===== src/sv/rbc_pkg.sv =====
// ----------------------------------------------------------------------------
// rbc_pkg
// Shared types and constants for the raster blit combine core: register
// map, mode codes, configuration and position structs.
// ----------------------------------------------------------------------------
package rbc_pkg;

  // register file geometry
  localparam int unsigned NUM_REGS   = 6;
  localparam int unsigned REG_IDX_W  = $clog2(NUM_REGS);
  localparam int unsigned ADDR_W     = REG_IDX_W + 2;
  localparam int unsigned DATA_W     = 32;

  // field widths
  localparam int unsigned MODE_W     = 2;
  localparam int unsigned PIX_W      = 6;
  localparam int unsigned BPL_W      = 14;
  localparam int unsigned LCNT_W     = 16;
  localparam int unsigned WADDR_W    = 32;
  localparam int unsigned PITCH_W    = 14;
  localparam int unsigned BYTE_W     = 8;

  // register indexes
  localparam logic [REG_IDX_W-1:0] REG_MODE       = REG_IDX_W'(0);
  localparam logic [REG_IDX_W-1:0] REG_PIXEL_BITS = REG_IDX_W'(1);
  localparam logic [REG_IDX_W-1:0] REG_BPL        = REG_IDX_W'(2);
  localparam logic [REG_IDX_W-1:0] REG_LINE_COUNT = REG_IDX_W'(3);
  localparam logic [REG_IDX_W-1:0] REG_DST_BASE   = REG_IDX_W'(4);
  localparam logic [REG_IDX_W-1:0] REG_DST_PITCH  = REG_IDX_W'(5);

  // combine modes
  localparam logic [MODE_W-1:0] MODE_COPY = 2'd0;
  localparam logic [MODE_W-1:0] MODE_ADD  = 2'd1;
  localparam logic [MODE_W-1:0] MODE_MUL  = 2'd2;

  // add and multiply only work on byte pixels
  localparam logic [PIX_W-1:0] NEEDED_PIXEL_BITS = PIX_W'(8);
  localparam int unsigned      MUL_SHIFT         = 7;

  typedef struct packed {
    logic [MODE_W-1:0]  mode;
    logic [PIX_W-1:0]   pixel_bits;
    logic [BPL_W-1:0]   bytes_per_line;
    logic [LCNT_W-1:0]  line_count;
    logic [WADDR_W-1:0] dst_base;
    logic [PITCH_W-1:0] dst_pitch;
  } rbc_cfg_t;

  // position of the word being accepted
  typedef struct packed {
    logic [WADDR_W-1:0] addr;
    logic               last;
  } rbc_pos_t;

endpackage


===== src/sv/rbc_regs.sv =====
// ----------------------------------------------------------------------------
// rbc_regs
// APB-style configuration register file; writes complete in the access
// phase, reads return the zero-extended register value.
// ----------------------------------------------------------------------------
module rbc_regs
  import rbc_pkg::*;
(
  input  logic              clk,
  input  logic              rst_n,
  input  logic              psel,
  input  logic              penable,
  input  logic              pwrite,
  input  logic [ADDR_W-1:0] paddr,
  input  logic [DATA_W-1:0] pwdata,
  output logic [DATA_W-1:0] prdata,
  output logic              pready,
  output rbc_cfg_t          cfg
);

  rbc_cfg_t               cfg_r;
  logic                   wr_en;
  logic [REG_IDX_W-1:0]   reg_idx;

  assign pready  = 1'b1;
  assign wr_en   = psel && penable && pwrite;
  assign reg_idx = paddr[ADDR_W-1:2];
  assign cfg     = cfg_r;

  // register writes
  always_ff @(posedge clk) begin
    if (!rst_n) begin
      cfg_r.mode           <= MODE_COPY;
      cfg_r.pixel_bits     <= NEEDED_PIXEL_BITS;
      cfg_r.bytes_per_line <= BPL_W'(1);
      cfg_r.line_count     <= LCNT_W'(1);
      cfg_r.dst_base       <= '0;
      cfg_r.dst_pitch      <= PITCH_W'(1);
    end else if (wr_en) begin
      case (reg_idx)
        REG_MODE:       cfg_r.mode           <= pwdata[MODE_W-1:0];
        REG_PIXEL_BITS: cfg_r.pixel_bits     <= pwdata[PIX_W-1:0];
        REG_BPL:        cfg_r.bytes_per_line <= pwdata[BPL_W-1:0];
        REG_LINE_COUNT: cfg_r.line_count     <= pwdata[LCNT_W-1:0];
        REG_DST_BASE:   cfg_r.dst_base       <= pwdata[WADDR_W-1:0];
        REG_DST_PITCH:  cfg_r.dst_pitch      <= pwdata[PITCH_W-1:0];
        default: ;
      endcase
    end
  end

  // read mux
  always_comb begin
    case (reg_idx)
      REG_MODE:       prdata = DATA_W'(cfg_r.mode);
      REG_PIXEL_BITS: prdata = DATA_W'(cfg_r.pixel_bits);
      REG_BPL:        prdata = DATA_W'(cfg_r.bytes_per_line);
      REG_LINE_COUNT: prdata = DATA_W'(cfg_r.line_count);
      REG_DST_BASE:   prdata = DATA_W'(cfg_r.dst_base);
      REG_DST_PITCH:  prdata = DATA_W'(cfg_r.dst_pitch);
      default:        prdata = '0;
    endcase
  end

endmodule


===== src/sv/rbc_addr_gen.sv =====
// ----------------------------------------------------------------------------
// rbc_addr_gen
// Raster walker: column, row and line-start counters that give the
// destination address and end-of-rectangle flag of each accepted word.
// ----------------------------------------------------------------------------
module rbc_addr_gen
  import rbc_pkg::*;
(
  input  logic     clk,
  input  logic     rst_n,
  input  logic     advance,
  input  rbc_cfg_t cfg,
  output rbc_pos_t pos
);

  logic [BPL_W-1:0]   col_r,  col_nxt;
  logic [LCNT_W-1:0]  row_r,  row_nxt;
  logic [WADDR_W-1:0] lstart_r, lstart_nxt;
  logic [WADDR_W-1:0] lstart_cur;
  logic               end_line;
  logic               end_rect;

  // first word of a rectangle reloads the line start from the base
  assign lstart_cur = (col_r == '0 && row_r == '0) ? cfg.dst_base : lstart_r;

  // limits of 0 behave as 1 through the >= compare
  assign end_line = ({1'b0, col_r} + (BPL_W+1)'(1)) >= {1'b0, cfg.bytes_per_line};
  assign end_rect = end_line &&
                    (({1'b0, row_r} + (LCNT_W+1)'(1)) >= {1'b0, cfg.line_count});

  assign pos.addr = lstart_cur + WADDR_W'(col_r);
  assign pos.last = end_rect;

  // counter update
  always_comb begin
    col_nxt    = col_r + BPL_W'(1);
    row_nxt    = row_r;
    lstart_nxt = lstart_cur;
    if (end_rect) begin
      col_nxt = '0;
      row_nxt = '0;
    end else if (end_line) begin
      col_nxt    = '0;
      row_nxt    = row_r + LCNT_W'(1);
      lstart_nxt = lstart_cur + WADDR_W'(cfg.dst_pitch);
    end
  end

  always_ff @(posedge clk) begin
    if (!rst_n) begin
      col_r    <= '0;
      row_r    <= '0;
      lstart_r <= '0;
    end else if (advance) begin
      col_r    <= col_nxt;
      row_r    <= row_nxt;
      lstart_r <= lstart_nxt;
    end
  end

endmodule


===== src/sv/raster_blit_combine_core.sv =====
// Pipeline: two registers (input, then result); out_valid rises once the word moves
// from the input register into the result register, which out_stall can hold up.
// Throughput: one word per cycle while out_stall is low; while a result waits, the
// input register still takes a word if it is empty, and in_stall then rises.
// Reset (rst_n low, synchronous): pipeline emptied, raster counters zeroed,
// registers back to copy mode, 8-bit pixels, 1x1 rectangle, base 0, pitch 1.
// ----------------------------------------------------------------------------
// raster_blit_combine_core
// Rectangle blit combiner: combines source and destination bytes by copy,
// wrapping add or multiply-shift, tags each with its write address, flags errors.
// ----------------------------------------------------------------------------
module raster_blit_combine_core
  import rbc_pkg::*;
(
  input  logic               clk,
  input  logic               rst_n,
  // configuration port
  input  logic               psel,
  input  logic               penable,
  input  logic               pwrite,
  input  logic [ADDR_W-1:0]  paddr,
  input  logic [DATA_W-1:0]  pwdata,
  output logic [DATA_W-1:0]  prdata,
  output logic               pready,
  // input channel
  input  logic               in_valid,
  output logic               in_stall,
  input  logic [BYTE_W-1:0]  in_src_byte,
  input  logic [BYTE_W-1:0]  in_dst_byte,
  // result channel
  output logic               out_valid,
  input  logic               out_stall,
  output logic               out_write_enable,
  output logic [WADDR_W-1:0] out_write_address,
  output logic [BYTE_W-1:0]  out_result_byte,
  output logic               out_last,
  output logic               out_error
);

  rbc_cfg_t cfg;
  rbc_pos_t pos;

  logic                   in_acc;
  logic                   s1_adv;
  logic                   s2_adv;

  // input register
  logic                   s1_valid_r;
  logic [BYTE_W-1:0]      s1_src_r;
  logic [BYTE_W-1:0]      s1_dst_r;
  logic [WADDR_W-1:0]     s1_addr_r;
  logic                   s1_last_r;

  // result register
  logic                   s2_valid_r;
  logic                   s2_we_r,   s2_we_nxt;
  logic [WADDR_W-1:0]     s2_addr_r;
  logic [BYTE_W-1:0]      s2_res_r,  s2_res_nxt;
  logic                   s2_last_r;
  logic                   s2_err_r,  s2_err_nxt;

  logic [2*BYTE_W-1:0]    product;
  logic                   pix_ok;

  rbc_regs u_regs (
    .clk     (clk),
    .rst_n   (rst_n),
    .psel    (psel),
    .penable (penable),
    .pwrite  (pwrite),
    .paddr   (paddr),
    .pwdata  (pwdata),
    .prdata  (prdata),
    .pready  (pready),
    .cfg     (cfg)
  );

  rbc_addr_gen u_addr_gen (
    .clk     (clk),
    .rst_n   (rst_n),
    .advance (in_acc),
    .cfg     (cfg),
    .pos     (pos)
  );

  // pipeline flow control
  assign s2_adv   = s1_valid_r && (!s2_valid_r || !out_stall);
  assign s1_adv   = !s1_valid_r || s2_adv;
  assign in_stall = !s1_adv;
  assign in_acc   = in_valid && !in_stall;

  // input register: bytes plus position taken at accept
  always_ff @(posedge clk) begin
    if (!rst_n) begin
      s1_valid_r <= 1'b0;
    end else if (s1_adv) begin
      s1_valid_r <= in_valid;
    end
  end

  always_ff @(posedge clk) begin
    if (in_acc) begin
      s1_src_r  <= in_src_byte;
      s1_dst_r  <= in_dst_byte;
      s1_addr_r <= pos.addr;
      s1_last_r <= pos.last;
    end
  end

  // combine by mode
  assign product = s1_src_r * s1_dst_r;
  assign pix_ok  = (cfg.pixel_bits == NEEDED_PIXEL_BITS);

  always_comb begin
    s2_we_nxt  = 1'b0;
    s2_res_nxt = '0;
    s2_err_nxt = 1'b0;
    case (cfg.mode)
      MODE_COPY: begin
        s2_we_nxt  = 1'b1;
        s2_res_nxt = s1_src_r;
      end
      MODE_ADD: begin
        if (pix_ok) begin
          s2_we_nxt  = 1'b1;
          s2_res_nxt = s1_src_r + s1_dst_r;
        end else begin
          s2_err_nxt = 1'b1;
        end
      end
      MODE_MUL: begin
        if (pix_ok) begin
          s2_we_nxt  = 1'b1;
          s2_res_nxt = product[MUL_SHIFT +: BYTE_W];
        end else begin
          s2_err_nxt = 1'b1;
        end
      end
      default: begin
        s2_err_nxt = 1'b1;
      end
    endcase
  end

  // result register
  always_ff @(posedge clk) begin
    if (!rst_n) begin
      s2_valid_r <= 1'b0;
    end else if (s2_adv) begin
      s2_valid_r <= 1'b1;
    end else if (!out_stall) begin
      s2_valid_r <= 1'b0;
    end
  end

  always_ff @(posedge clk) begin
    if (s2_adv) begin
      s2_we_r   <= s2_we_nxt;
      s2_addr_r <= s1_addr_r;
      s2_res_r  <= s2_res_nxt;
      s2_last_r <= s1_last_r;
      s2_err_r  <= s2_err_nxt;
    end
  end

  assign out_valid         = s2_valid_r;
  assign out_write_enable  = s2_we_r;
  assign out_write_address = s2_addr_r;
  assign out_result_byte   = s2_res_r;
  assign out_last          = s2_last_r;
  assign out_error         = s2_err_r;

`ifndef ASSERT_OFF
  // a word is never both written and flagged as an error
  a_we_err_excl: assert property (@(posedge clk) disable iff (!rst_n)
    out_valid |-> !(out_write_enable && out_error))
    else $error("write and error both set");

  // suppressed writes carry a zero byte
  a_no_we_zero: assert property (@(posedge clk) disable iff (!rst_n)
    (out_valid && !out_write_enable) |-> (out_result_byte == '0))
    else $error("nonzero byte without write");

  // a full pipeline that cannot drain must push back on the input
  a_full_stalls: assert property (@(posedge clk) disable iff (!rst_n)
    (s1_valid_r && s2_valid_r && out_stall) |-> in_stall)
    else $error("input taken while pipeline blocked");

  // an output held under stall is not overwritten by the next word
  a_hold_on_stall: assert property (@(posedge clk) disable iff (!rst_n)
    (s2_valid_r && out_stall) |=> (s2_valid_r && $stable(s2_addr_r)))
    else $error("stalled result overwritten");
`endif

endmodule

===== config.mk =====
export PLATFORM = sky130hd
export DESIGN_NAME = raster_blit_combine_core
export DESIGN_NICKNAME = d
export VERILOG_FILES = /design/src/sv/rbc_pkg.sv /design/src/sv/rbc_regs.sv /design/src/sv/rbc_addr_gen.sv /design/src/sv/raster_blit_combine_core.sv
export SDC_FILE = /design/constraint.sdc
export NUM_CORES = 1
export LEC_CHECK = 0
export ABC_AREA = 0
export BUFFER_PORTS_ARGS = -buffer_cell sky130_fd_sc_hd__buf_2
export CAP_MARGIN = 20
export CORE_MARGIN = 2
export CORE_UTILIZATION = 50
export CTS_BUF_LIST = sky130_fd_sc_hd__clkbuf_8
export DETAILED_ROUTE_END_ITERATION = 8
export GPL_TIMING_DRIVEN = 1
export PLACE_DENSITY = 0.69
export SETUP_SLACK_MARGIN = 0.02
export SYNTH_ARGS = -nofsm -noshare
export SYNTH_HDL_FRONTEND = slang
export SYNTH_SLANG_ARGS = --single-unit

===== constraint.sdc =====
create_clock -name clk -period 6.65 [get_ports clk]
set_input_delay 1.33 -clock clk [delete_from_list [all_inputs] [get_ports clk]]
set_output_delay 1.33 -clock clk [all_outputs]
set_load 0.005 [all_outputs]

* Word level (Yosys, flattened, before mapping)
Index checks and enable logic that the tools add are counted.
W data, S select, Z words.
** Operators by class
- Add/subtract/negate cells :: 7
- Multipliers :: 1
- $lt $le $gt $ge :: 2
- Equal/unequal tests :: 9
- Mux-type cells :: 17
- Reductions and logical operators :: 25
** Operators by type and width (count)
- $pmux W32 S6 :: 1
- $mux W32 :: 3
- $add A32 B14 Y32 :: 2
- $mux W16 :: 2
- $mux W14 :: 2
- $pmux W8 S3 :: 1
- $add A16 B1 Y17 const B :: 1
- $ge A17 B16 Y1 :: 1
- $add A16 B1 Y16 const B :: 1
- $logic_not A16 Y1 :: 1
- $mux W8 :: 2
- $add A14 B1 Y15 const B :: 1
- $ge A15 B14 Y1 :: 1
- $mul A8 B8 Y15 :: 1
- $add A14 B1 Y14 const B :: 1
- $logic_not A14 Y1 :: 1
- $reduce_and A2 Y1 :: 7
- $add A8 B8 Y8 :: 1
- $eq A3 B2 Y1 const B :: 2
- $eq A3 B3 Y1 const B :: 2
- $eq A6 B4 Y1 const B :: 1
- $logic_and A1 B1 Y1 :: 6
- $logic_not A1 Y1 :: 4
- $mux W1 :: 4
- 10 further kinds :: 12
** Word-level totals
- Bits in registers :: 240
- Input bits :: 60
- Output and inout port bits :: 78
- Logic and storage cells :: 81

* Depth between registers and ports, before layout
Gate-level depths: netlist of the first run.
- Depth after elaboration :: 6
- Gate-level depth with buffers :: 22
- Mapped depth without buffers :: 18

* Hierarchy
Synthesis of the first run repeated with hierarchy kept, for this count alone.
** Second synthesis, totals
- Cell total of the unflattened synthesis :: 1707
- Area total of the unflattened synthesis :: 16066.7 um2
** Modules (own cells, without submodules)
- rbc_addr_gen :: times used 1, cells each 920, area an instance 6781.5 um2
- raster_blit_combine_core :: times used 1, cells each 387, area an instance 5371.4 um2
- rbc_regs :: times used 1, cells each 400, area an instance 3913.8 um2

* Worst setup path before layout of the first run
Ideal clock, no wire load.
- Path kind :: input port to flip-flop
- From :: in out_stall
- To :: reg s2_err_r (netlist: out_error), enable pin
- Library setup time :: 509 ps
- Arrival :: 4495 ps
- Required time :: 6141 ps
- Path slack :: 1646 ps
- Stages on the path :: 1
- Cell sequence :: a21boi_0
** On the way
- Word-level cells in the longest chain between the ends :: 3
** Ends and longest elaborated chain
- start, declared :: line raster_blit_combine_core.sv:32 : input logic out_stall,
- $logic_not A1 Y1
- $logic_or A1 B1 Y1 :: line raster_blit_combine_core.sv:87 : assign s2_adv = s1_valid_r && (!s2_valid_r || !out_stall);
- $logic_and A1 B1 Y1 :: line raster_blit_combine_core.sv:87
- end signal, assigned :: line raster_blit_combine_core.sv:162 : s2_err_r <= s2_err_nxt;
- end, declared :: line raster_blit_combine_core.sv:60 : logic s2_err_r, s2_err_nxt;
Every way passes these cells.
A chain may end at the register's enable or synchronous reset.

==> run_results.csv, run 1 <==
group,metric,value,unit
status,status,"complete, no violations",
yosys,ys_ff_latch,240,
yosys,synth_area_leaders,"dfxtp_1, edfxtp_1, ha_1",
cts,clk_pin_slew_worst_paths,0.06,ns
yosys,synth_common_cells,"nand2_1, dfxtp_1, a21oi_1",
critical_path,end_kind,"flip-flop",
critical_path,crit_path_start,"u_addr_gen.row_r[15]",
critical_path,startpoint_type,"flip-flop",
critical_path,cp.buffers_inverters,2,
power,vdd_drop_max,0.238,mV
die,rows,64,
sta,finalCritPeriodShare,0.813,
global_route,grt_max_degree,84,
cts,numCtsBuffers,42,
cells_and_area,diodes,0,
sta,hold_viol_final,0,
job,max_cap_viol_count,0,
sta,maxSlewHeadroom,0.285,
yosys,syn_nets,1937,
critical_path,regToRegSetupSlack,1.24,ns
cts,cts_root_buf,"clkbuf_8",
cells_and_area,regArea,5730,um2
sta,fin_crit,5.41,ns
power,p_int,2.60,mW
sta,rsz0062_at_grt,"false",
die,die_h,179,um
power,p_sw_frac,0.290,
global_route,grt_pass1_wl,67.7,mm
critical_path,reg2reg_to,"s1_addr_r[15]",
yosys,synth.most_common_cell,"nand2_1",
place,dp_hpwl,31.3,mm
cells_and_area,num-nets-final,2055,
power,p_comb_frac,0.172,
power,clkPwrFrac,0.391,
yosys,synth_area,15300,um2
critical_path,criticalPathCategory,"flip-flop to flip-flop",
critical_path,cp_slowest_cell,"nor4_1",
sta,finClkSkew,0.0433,ns
power,pwr-share-seq,0.437,
die,start_util,0.504,
sta,fin_setup_tns,0,ns
cts,clockBufferDepth,3,
drt,drc,0,
drt,routedWlPerCell,18.8,um
cells_and_area,multiInputGateArea,8910,um2
cts,cts_hold_buffers,0,
worst_hold_path,min_from,"s1_addr_r[14]",
cells_and_area,fillers,2772,
critical_path,crit_required,6.98,ns
sta,setup_viol,0,
critical_path,path_cells,"nor4_1, nand4_1, or2_2, mux2i_1, buf_4, inv_1, ha_1, a211oi_1, nor2_1, o21ai_0, a211oi_1, nor3_1, nor2_1, xnor2_1",
critical_path,crit_fanout,15,
sta,slew_violations,0,
yosys,async_reset_ff_frac,0,
power,powerDensity,213,nW/um2
power,leakage,7.15,nW
yosys,synth_top_area_cell,"dfxtp_1",
cts,cts_num_sinks,240,
drt,dr.pass1.iters,5,
yosys,synth_flop_cell,"dfxtp_1",
cts,htree_levels,2,
global_route,antenna_found_initial,0,
cts,clkLatencyLatePin,0.58,ns
drt,vias,13300,
yosys,ys_types,87,
yosys,ys_seq_area_frac,0.374,
critical_path,crit_family,"simple AND/OR/NAND/NOR gates",
critical_path,critPathArrivalTime,5.73,ns
cts,cts_resized,0,
worst_hold_path,hold-path-endpoint,"out_write_address[14]",
cells_and_area,layout-drive-gt1-share,0.131,
drt,ant_nets,0,
sta,fin_hold_ws,0.415,ns
worst_hold_path,hold_path_class,"flip-flop to flip-flop",
drt,drt_wl_total,43.0,mm
die,die_x,179,um
worst_hold_path,hold_path_depth,0,
drt,vias_per_cell,5.83,
global_route,track_usage,0.270,
drt,drt_iter0_markers,1118,
cts,post_cts_buffers,0,
yosys,syn_avg_cell_area,8.82,um2
place,gp_congestion,0.924,
critical_path,reg2reg_depth,14,
yosys,synth_cells,1735,
die,io_pins,138,
global_route,gr-total-overflow,0,
global_route,grt_pass1_vias,12600,
cells_and_area,area.growth.synth_to_final,12.2,%
critical_path,cpPeakStageDelay,0.69,ns
sta,fmax,185,MHz
die,coreArea,30300,um2
yosys,netlist.area_leader.share,0.194,
yosys,ys_warn_count,0,
die,die_area,32000,um2
yosys,synth_edf_count,92,
power,switchingPower,1.06,mW
place,io_buffers,134,
critical_path,r2r_start,"u_addr_gen.row_r[15]",
sta,max_slew.worst_pin.slew,1.07,ns
cts,cts_tree,"built",
[cells in the final DEF (no fill, tap or decap), types with 9 or more instances in the layout]
cell,Yosys,layout
dfxtp_1,148,148
nand2b_1,12,12
ha_1,105,105
a21oi_1,142,142
o211ai_1,12,12
xnor2_1,48,48
nand2_1,311,311
inv_1,96,106
buf_4,1,17
nand3_1,49,49
nand4_1,25,25
mux2i_1,55,55
a211oi_1,15,15
xor2_1,31,31
a21o_1,11,11
o22ai_1,13,13
o21ai_0,57,57
nor2b_1,9,9
and3_1,33,33
nand3b_1,9,9
nor2_1,111,110
edfxtp_1,92,92
nor3_1,29,28
fa_1,37,37
clkinv_2,0,10
and2_1,47,47
a31oi_1,13,13
clkbuf_8,0,44
buf_2,13,134
a22o_1,11,11
[how the worst max path moves through the flow]
stage,endpoint,slack [ns],cells past startpoint
2_1_floorplan,out_error,1.65,1
3_3_place_gp,out_result_byte[6],1.52,15
3_5_place_dp,out_result_byte[6],1.45,15
4_1_cts,out_result_byte[6],1.42,15
5_1_grt,s1_addr_r[23],1.05,17
6_report,s1_addr_r[15],1.24,14
[sequential cells by signal, summed over array words and instances, names as in the netlist, 8 cells and up]
name / flops
out_result_byte: 8
out_write_address: 32
s1_addr_r: 32
s1_dst_r: 8
s1_src_r: 8
u_addr_gen.col_r: 14
u_addr_gen.lstart_r: 32
u_addr_gen.row_r: 16
u_regs.cfg: 84
[per-stage QoR]
stage	util	cell area [um2]	cells	power (mW)	setup WS (ns)
final	0.566	17200	2283	3.66	1.24
after global routing	0.566	17200	2283	3.83	1.05
after CTS	0.566	17200	2281	3.68	1.42
after detailed placement	0.537	16300	2203	2.25	1.45
after global placement	0.537	16300	2203	2.23	1.52
after floorplan	-	15300	1735	2.07	1.65
[power by group through the flow]
stage	combinational (mW)	sequential [mW]	clock, mW
final	0.630	1.60	1.43
after global routing	0.709	1.60	1.52
after CTS	0.628	1.60	1.45
after detailed placement	0.621	1.63	0
after global placement	0.602	1.63	0
after floorplan	0.453	1.62	0
[cell families (layout without fill, tap and decap cells)]
group,Yosys count,in the layout,synth area share
compound gates,354,354,0.149
xor+xnor,79,79,0.0452
fa+ha+maj,142,142,0.134
buf+inv,176,328,0.0456
flops,240,240,0.374
mux,60,60,0.0406
other cells,1,1,0.000245
simple gates,683,683,0.212
[final cells by class]
type                       instances  area share
clock buffer                      44      0.0352
clock inverter                    34      0.0156
inverter                          98      0.0216
multi-input combinational       1319       0.518
sequential                       240       0.333
tap                              396      0.0288
timing repair buffer             152      0.0471
[per-layer routing]
layer,part of all wire,GRT usage
met2,0.47,0.452
met3,0.071,0.0386
met5,0,0
met1,0.42,0.354
met4,0.034,0.101
No activity file was read; power rests on OpenSTA's default activity.
==> inputs of run 2 (changes only) <==
Clock period 6.65 ns to 5.1 ns, I/O delays scaled along.
==> run 2 against run 1 <==
Sequential cell count stayed put; total power grew 28%; wire length increased by 3.4%; combinational power increased by 44%; utilization is 0.78 points higher; die area stayed put; worst hold slack worse by 0.0063 ns.
==> run_results.csv, run 2 (same netlist as run 1, synthesis figures left out) <==
group,metric,value,unit
status,status,"complete, no violations",
drt,vias_per_cell,5.84,
cells_and_area,area.growth.synth_to_final,13.8,%
sta,rsz0062_at_grt,"true",
critical_path,cp_common_cell,"fa_1",
power,powerDensity,269,nW/um2
cts,clk_pin_slew_worst_paths,0.06,ns
critical_path,criticalPathCategory,"flip-flop to flip-flop",
die,start_util,0.504,
drt,ant_nets,0,
job,max_cap_viol_count,0,
cells_and_area,final_common_cell,"nand2_1",
critical_path,cp.buffers_inverters,4,
place,dp_hpwl,32.9,mm
cells_and_area,final_cell_mix,"nand2_1, dfxtp_1, a21oi_1",
sta,max_slew.worst_pin.slew,1.02,ns
drt,routedWlPerCell,19.2,um
global_route,grt_pass1_wl,70.4,mm
sta,maxSlewHeadroom,0.316,
place,io_buffers,134,
global_route,grt_pass1_vias,13000,
die,die_h,179,um
sta,fin_crit,4.97,ns
critical_path,cpPeakStageDelay,0.55,ns
cts,clockBufferDepth,3,
cts,cts_root_buf,"clkbuf_8",
critical_path,cp_slowest_cell,"fa_1",
cells_and_area,postLayoutCoreUtil,0.574,
critical_path,path_cells,"and2_1, fa_1, fa_1, inv_1, fa_1, inv_1, fa_1, ha_1, or2_2, a21oi_2, o31ai_1, buf_4, o41ai_2, buf_4, xnor2_1, a222oi_1, nor2_1",
drt,drc,0,
global_route,antenna_found_initial,0,
cts,cts_tree,"built",
cells_and_area,multiInputGateArea,8940,um2
cts,numCtsBuffers,41,
critical_path,crit_family,"adder cells",
cells_and_area,num-nets-final,2093,
drt,drt_iter0_markers,1250,
sta,slew_violations,0,
critical_path,critPathArrivalTime,5.26,ns
global_route,gr-total-overflow,0,
die,io_pins,138,
drt,dr.pass1.iters,6,
critical_path,startpoint_type,"flip-flop",
cts,cts_num_sinks,240,
sta,setup_viol,0,
power,vdd_drop_max,0.227,mV
cells_and_area,regArea,5730,um2
die,die_area,32000,um2
die,die_x,179,um
sta,hold_viol_final,0,
sta,fin_hold_ws,0.409,ns
critical_path,end_kind,"flip-flop",
sta,finalCritPeriodShare,0.974,
cts,cts_hold_buffers,0,
cells_and_area,largest_register_ffs,84,
global_route,track_usage,0.281,
worst_hold_path,hold_path_class,"flip-flop to flip-flop",
die,rows,64,
place,gp_congestion,0.950,
cts,htree_levels,2,
cts,clkLatencyLatePin,0.55,ns
sta,finClkSkew,0.0155,ns
sta,fmax,201,MHz
global_route,grt_max_degree,73,
critical_path,crit_fanout,6,
power,leakage,7.34,nW
cells_and_area,fillers,2784,
drt,drt_wl_total,44.5,mm
drt,vias,13500,
cells_and_area,layout-drive-gt1-share,0.148,
cells_and_area,diodes,0,
critical_path,crit_required,5.39,ns
die,coreArea,30300,um2
[run 2: through the flow]
stage / std cells / power, mW / worst slack (ns) / cell area (um2) / TNS [ns]
floorplan: 1735 / 2.70 / 0.406 / 15300 / 0
global placement: 2236 / 2.94 / 0.0808 / 16500 / 0
detailed placement: 2236 / 2.97 / 0.0311 / 16500 / 0
CTS: 2310 / 4.67 / 0.0262 / 17300 / 0
global route: 2316 / 4.90 / -0.0573 / 17400 / -0.0821
finish: 2316 / 4.68 / 0.133 / 17400 / 0
[run 2: worst reg2reg max path: cells and delay by family, from the launching register on]
| family | cells | cell delay (ns) |
|---|---|---|
| adder cells (fa/ha/maj) | 5 | 2.32 |
| XOR/XNOR | 1 | 0.06 |
| flip-flops | 1 | 0.50 |
| buffers and inverters | 4 | 0.46 |
| AO/OA/AOI/OAI | 4 | 0.79 |
| AND/OR/NAND/NOR | 3 | 0.59 |
[run 2: layout make-up]
class / instances / area share
clock buffer: 48 / 0.0379
clock inverter: 24 / 0.00747
inverter: 98 / 0.0213
multi-input combinational: 1319 / 0.513
sequential: 240 / 0.329
tap: 396 / 0.0284
timing repair buffer: 191 / 0.0631
[run 2: timing repair]
action / 4_1_cts / 5_1_grt
resized for setup: 0 / 4
endpoints found under the setup margin: 1 / 19
pin swaps: 0 / 1
setup buffers: 2 / 6
[run 2: routing by layer]
layer | global-route usage | vias to the layer above | share of wire
met2 | 0.454 | 525 | 0.46
li1 | - | 6453 | -
met4 | 0.105 | 0 | 0.035
met5 | 0 | - | 0
met1 | 0.382 | 6445 | 0.43
met3 | 0.0375 | 98 | 0.068
[run 2: worst paths after layout]
path,to,cells after the start,slack (ns),startpoint
hold / removal,out_write_address[9],0,0.41,s1_addr_r[9]
hold reg to reg,out_write_address[9],0,0.41,s1_addr_r[9]
setup / recovery,out_result_byte[6],17,0.13,s1_dst_r[4]
setup reg to reg,out_result_byte[6],17,0.13,s1_dst_r[4]
[run 2: where the power goes]
group	total, mW	switching, mW	internal [mW]
clock	1.70	0.797	0.905
combinational	0.906	0.531	0.375
sequential	2.07	0.0303	2.04
total	4.68	1.36	3.32
==> inputs of run 3 (changes only) <==
Settings changed: CORE_UTILIZATION 50 to 30, PLACE_DENSITY 0.69 to 0.46.
==> run 3 against run 2 <==
Critical path type unchanged; final area up 3.4%; total power up 7.7%; sequential cell count unchanged; worst hold slack better by 0.0014 ns; count of clock-buffer cells in the layout up 7; clock power up 19%; critical endpoint unchanged; global-route usage down 9.2 points; fmax up 1.2%; clock skew up 0.011 ns; first-iteration DRC count down 33%; largest cell class unchanged.
==> run_results.csv, run 3 (same netlist as run 1, synthesis figures left out) <==
group,metric,value,unit
cells_and_area,area.growth.synth_to_final,17.7,%
sta,fin_hold_ws,0.410,ns
critical_path,cpPeakStageDelay,0.55,ns
power,leakage,7.47,nW
drt,dr.pass1.iters,9,
cells_and_area,final_area,18000,um2
global_route,grt_max_degree,74,
power,total_power,5.04,mW
place,gp_congestion,0.864,
cts,cts_root_buf,"clkbuf_8",
job,max_cap_viol_count,0,
sta,finClkSkew,0.0260,ns
power,vdd_drop_max,0.173,mV
sta,rsz0062_at_grt,"true",
die,rows,82,
critical_path,startpoint_type,"flip-flop",
sta,maxSlewHeadroom,0.256,
critical_path,crit_family,"adder cells",
critical_path,cp_common_cell,"fa_1",
cells_and_area,layout-drive-gt1-share,0.156,
place,dp_hpwl,37.4,mm
drt,vias,13300,
cts,cts_num_sinks,240,
drt,drt_iter0_markers,833,
die,coreArea,50300,um2
place,io_buffers,134,
die,die_h,230,um
global_route,grt_pass1_vias,13300,
critical_path,cp.buffers_inverters,4,
cts,numCtsBuffers,47,
sta,finalCritPeriodShare,0.962,
global_route,grt_pass1_wl,77.5,mm
sta,fmax,204,MHz
status,status,"complete, no violations",
cells_and_area,final_common_cell,"nand2_1",
cells_and_area,diodes,0,
drt,vias_per_cell,5.08,
sta,fin_setup_tns,0,ns
drt,drt_wl_total,49.8,mm
place,place_area,17000,um2
cells_and_area,fillers,5293,
cts,htree_levels,2,
sta,hold_viol_final,0,
sta,max_slew.worst_pin.slew,1.11,ns
worst_hold_path,hold_path_depth,0,
die,io_pins,138,
critical_path,critPathArrivalTime,5.26,ns
critical_path,end_kind,"flip-flop",
cells_and_area,largest_register_ffs,84,
critical_path,cp_slowest_cell,"fa_1",
cts,clkLatencyLatePin,0.63,ns
global_route,antenna_found_initial,0,
cells_and_area,num-nets-final,2103,
critical_path,criticalPathCategory,"flip-flop to flip-flop",
global_route,track_usage,0.188,
sta,setup_viol,0,
cts,clk_pin_slew_worst_paths,0.06,ns
cts,clockBufferDepth,3,
cells_and_area,regArea,5730,um2
die,die_area,52800,um2
sta,fin_crit,4.91,ns
drt,drc,0,
critical_path,crit_required,5.45,ns
cts,cts_tree,"built",
die,die_x,230,um
die,start_util,0.304,
drt,routedWlPerCell,19.1,um
sta,slew_violations,0,
critical_path,crit_fanout,5,
critical_path,reg2reg_depth,17,
worst_hold_path,hold_path_class,"flip-flop to flip-flop",
cells_and_area,multiInputGateArea,8970,um2
global_route,gr-total-overflow,0,
power,powerDensity,280,nW/um2
critical_path,path_cells,"and2_1, fa_1, fa_1, inv_1, fa_1, inv_1, fa_1, ha_1, or2_2, a21oi_4, o31ai_1, buf_4, o41ai_2, buf_4, xnor2_1, a222oi_1, nor2_1",
cells_and_area,final_cell_mix,"nand2_1, dfxtp_1, a21oi_1",
critical_path,crit_cells,17,
drt,ant_nets,0,
run 3: changes by cell type in the layout (fill, tap and decap cells not counted), sizes merged:
cell	change
clkinv	+3
clkinvlp	-2
inv	+5
buf	+4
clkbuf	+7
bufinv	+2
run 3: final cells by class:
class / instances / area share
Clock buffer: 55 / 0.0420
Clock inverter: 32 / 0.0122
Inverter: 98 / 0.0206
Multi-Input combinational cell: 1319 / 0.498
Sequential cell: 240 / 0.318
Tap cell: 672 / 0.0467
Timing Repair Buffer: 195 / 0.0627
run 3: layer usage:
metal	part of all wire	wire length [um]	vias to the layer above	GRT usage
met5	0	0	-	0
met4	0.028	1380	0	0.0641
met3	0.045	2250	82	0.0277
met2	0.46	23000	322	0.313
met1	0.46	23200	6397	0.250
li1	-	-	6473	-
run 3: worst paths after layout:
path,startpoint,to,slack [ns]
max,s1_dst_r[4],out_result_byte[6],0.19
min,s1_addr_r[31],out_write_address[31],0.41
max reg2reg,s1_dst_r[4],out_result_byte[6],0.19
min reg2reg,s1_addr_r[31],out_write_address[31],0.41
run 3: worst reg2reg max path, cell delays in order (launching register included):
cell and delay, ns:
edfxtp_1 0.52, and2_1 0.24, fa_1 0.45, fa_1 0.55, inv_1 0.06, fa_1 0.48, inv_1 0.06, fa_1 0.47
ha_1 0.31, or2_2 0.30, a21oi_4 0.17, o31ai_1 0.09, buf_4 0.17, o41ai_2 0.25, buf_4 0.19, xnor2_1 0.06
a222oi_1 0.22, nor2_1 0.06
run 3: power by group:
group	total [mW]	internal (mW)	switching (mW)
clock	2.03	1.14	0.893
combinational	0.941	0.386	0.556
sequential	2.08	2.04	0.0300
total	5.04	3.57	1.48
run 3: per-stage QoR:
stage / utilization / setup slack (ns) / instances
after global routing: 0.358 / -0.0187 / 2611
after global placement: 0.337 / 0.0353 / 2520
final: 0.358 / 0.191 / 2611
after CTS: 0.357 / 0.0327 / 2609
after floorplan: - / 0.406 / 1735
after detailed placement: 0.337 / 0.0309 / 2521
run 3: repair_timing:
item,CTS,global route
resized for setup,0,9
endpoints found under the setup margin,1,11
hold endpoints to repair,0,0
cloned,0,0
pin swaps,0,1
hold buffers,0,0
setup buffers,1,2
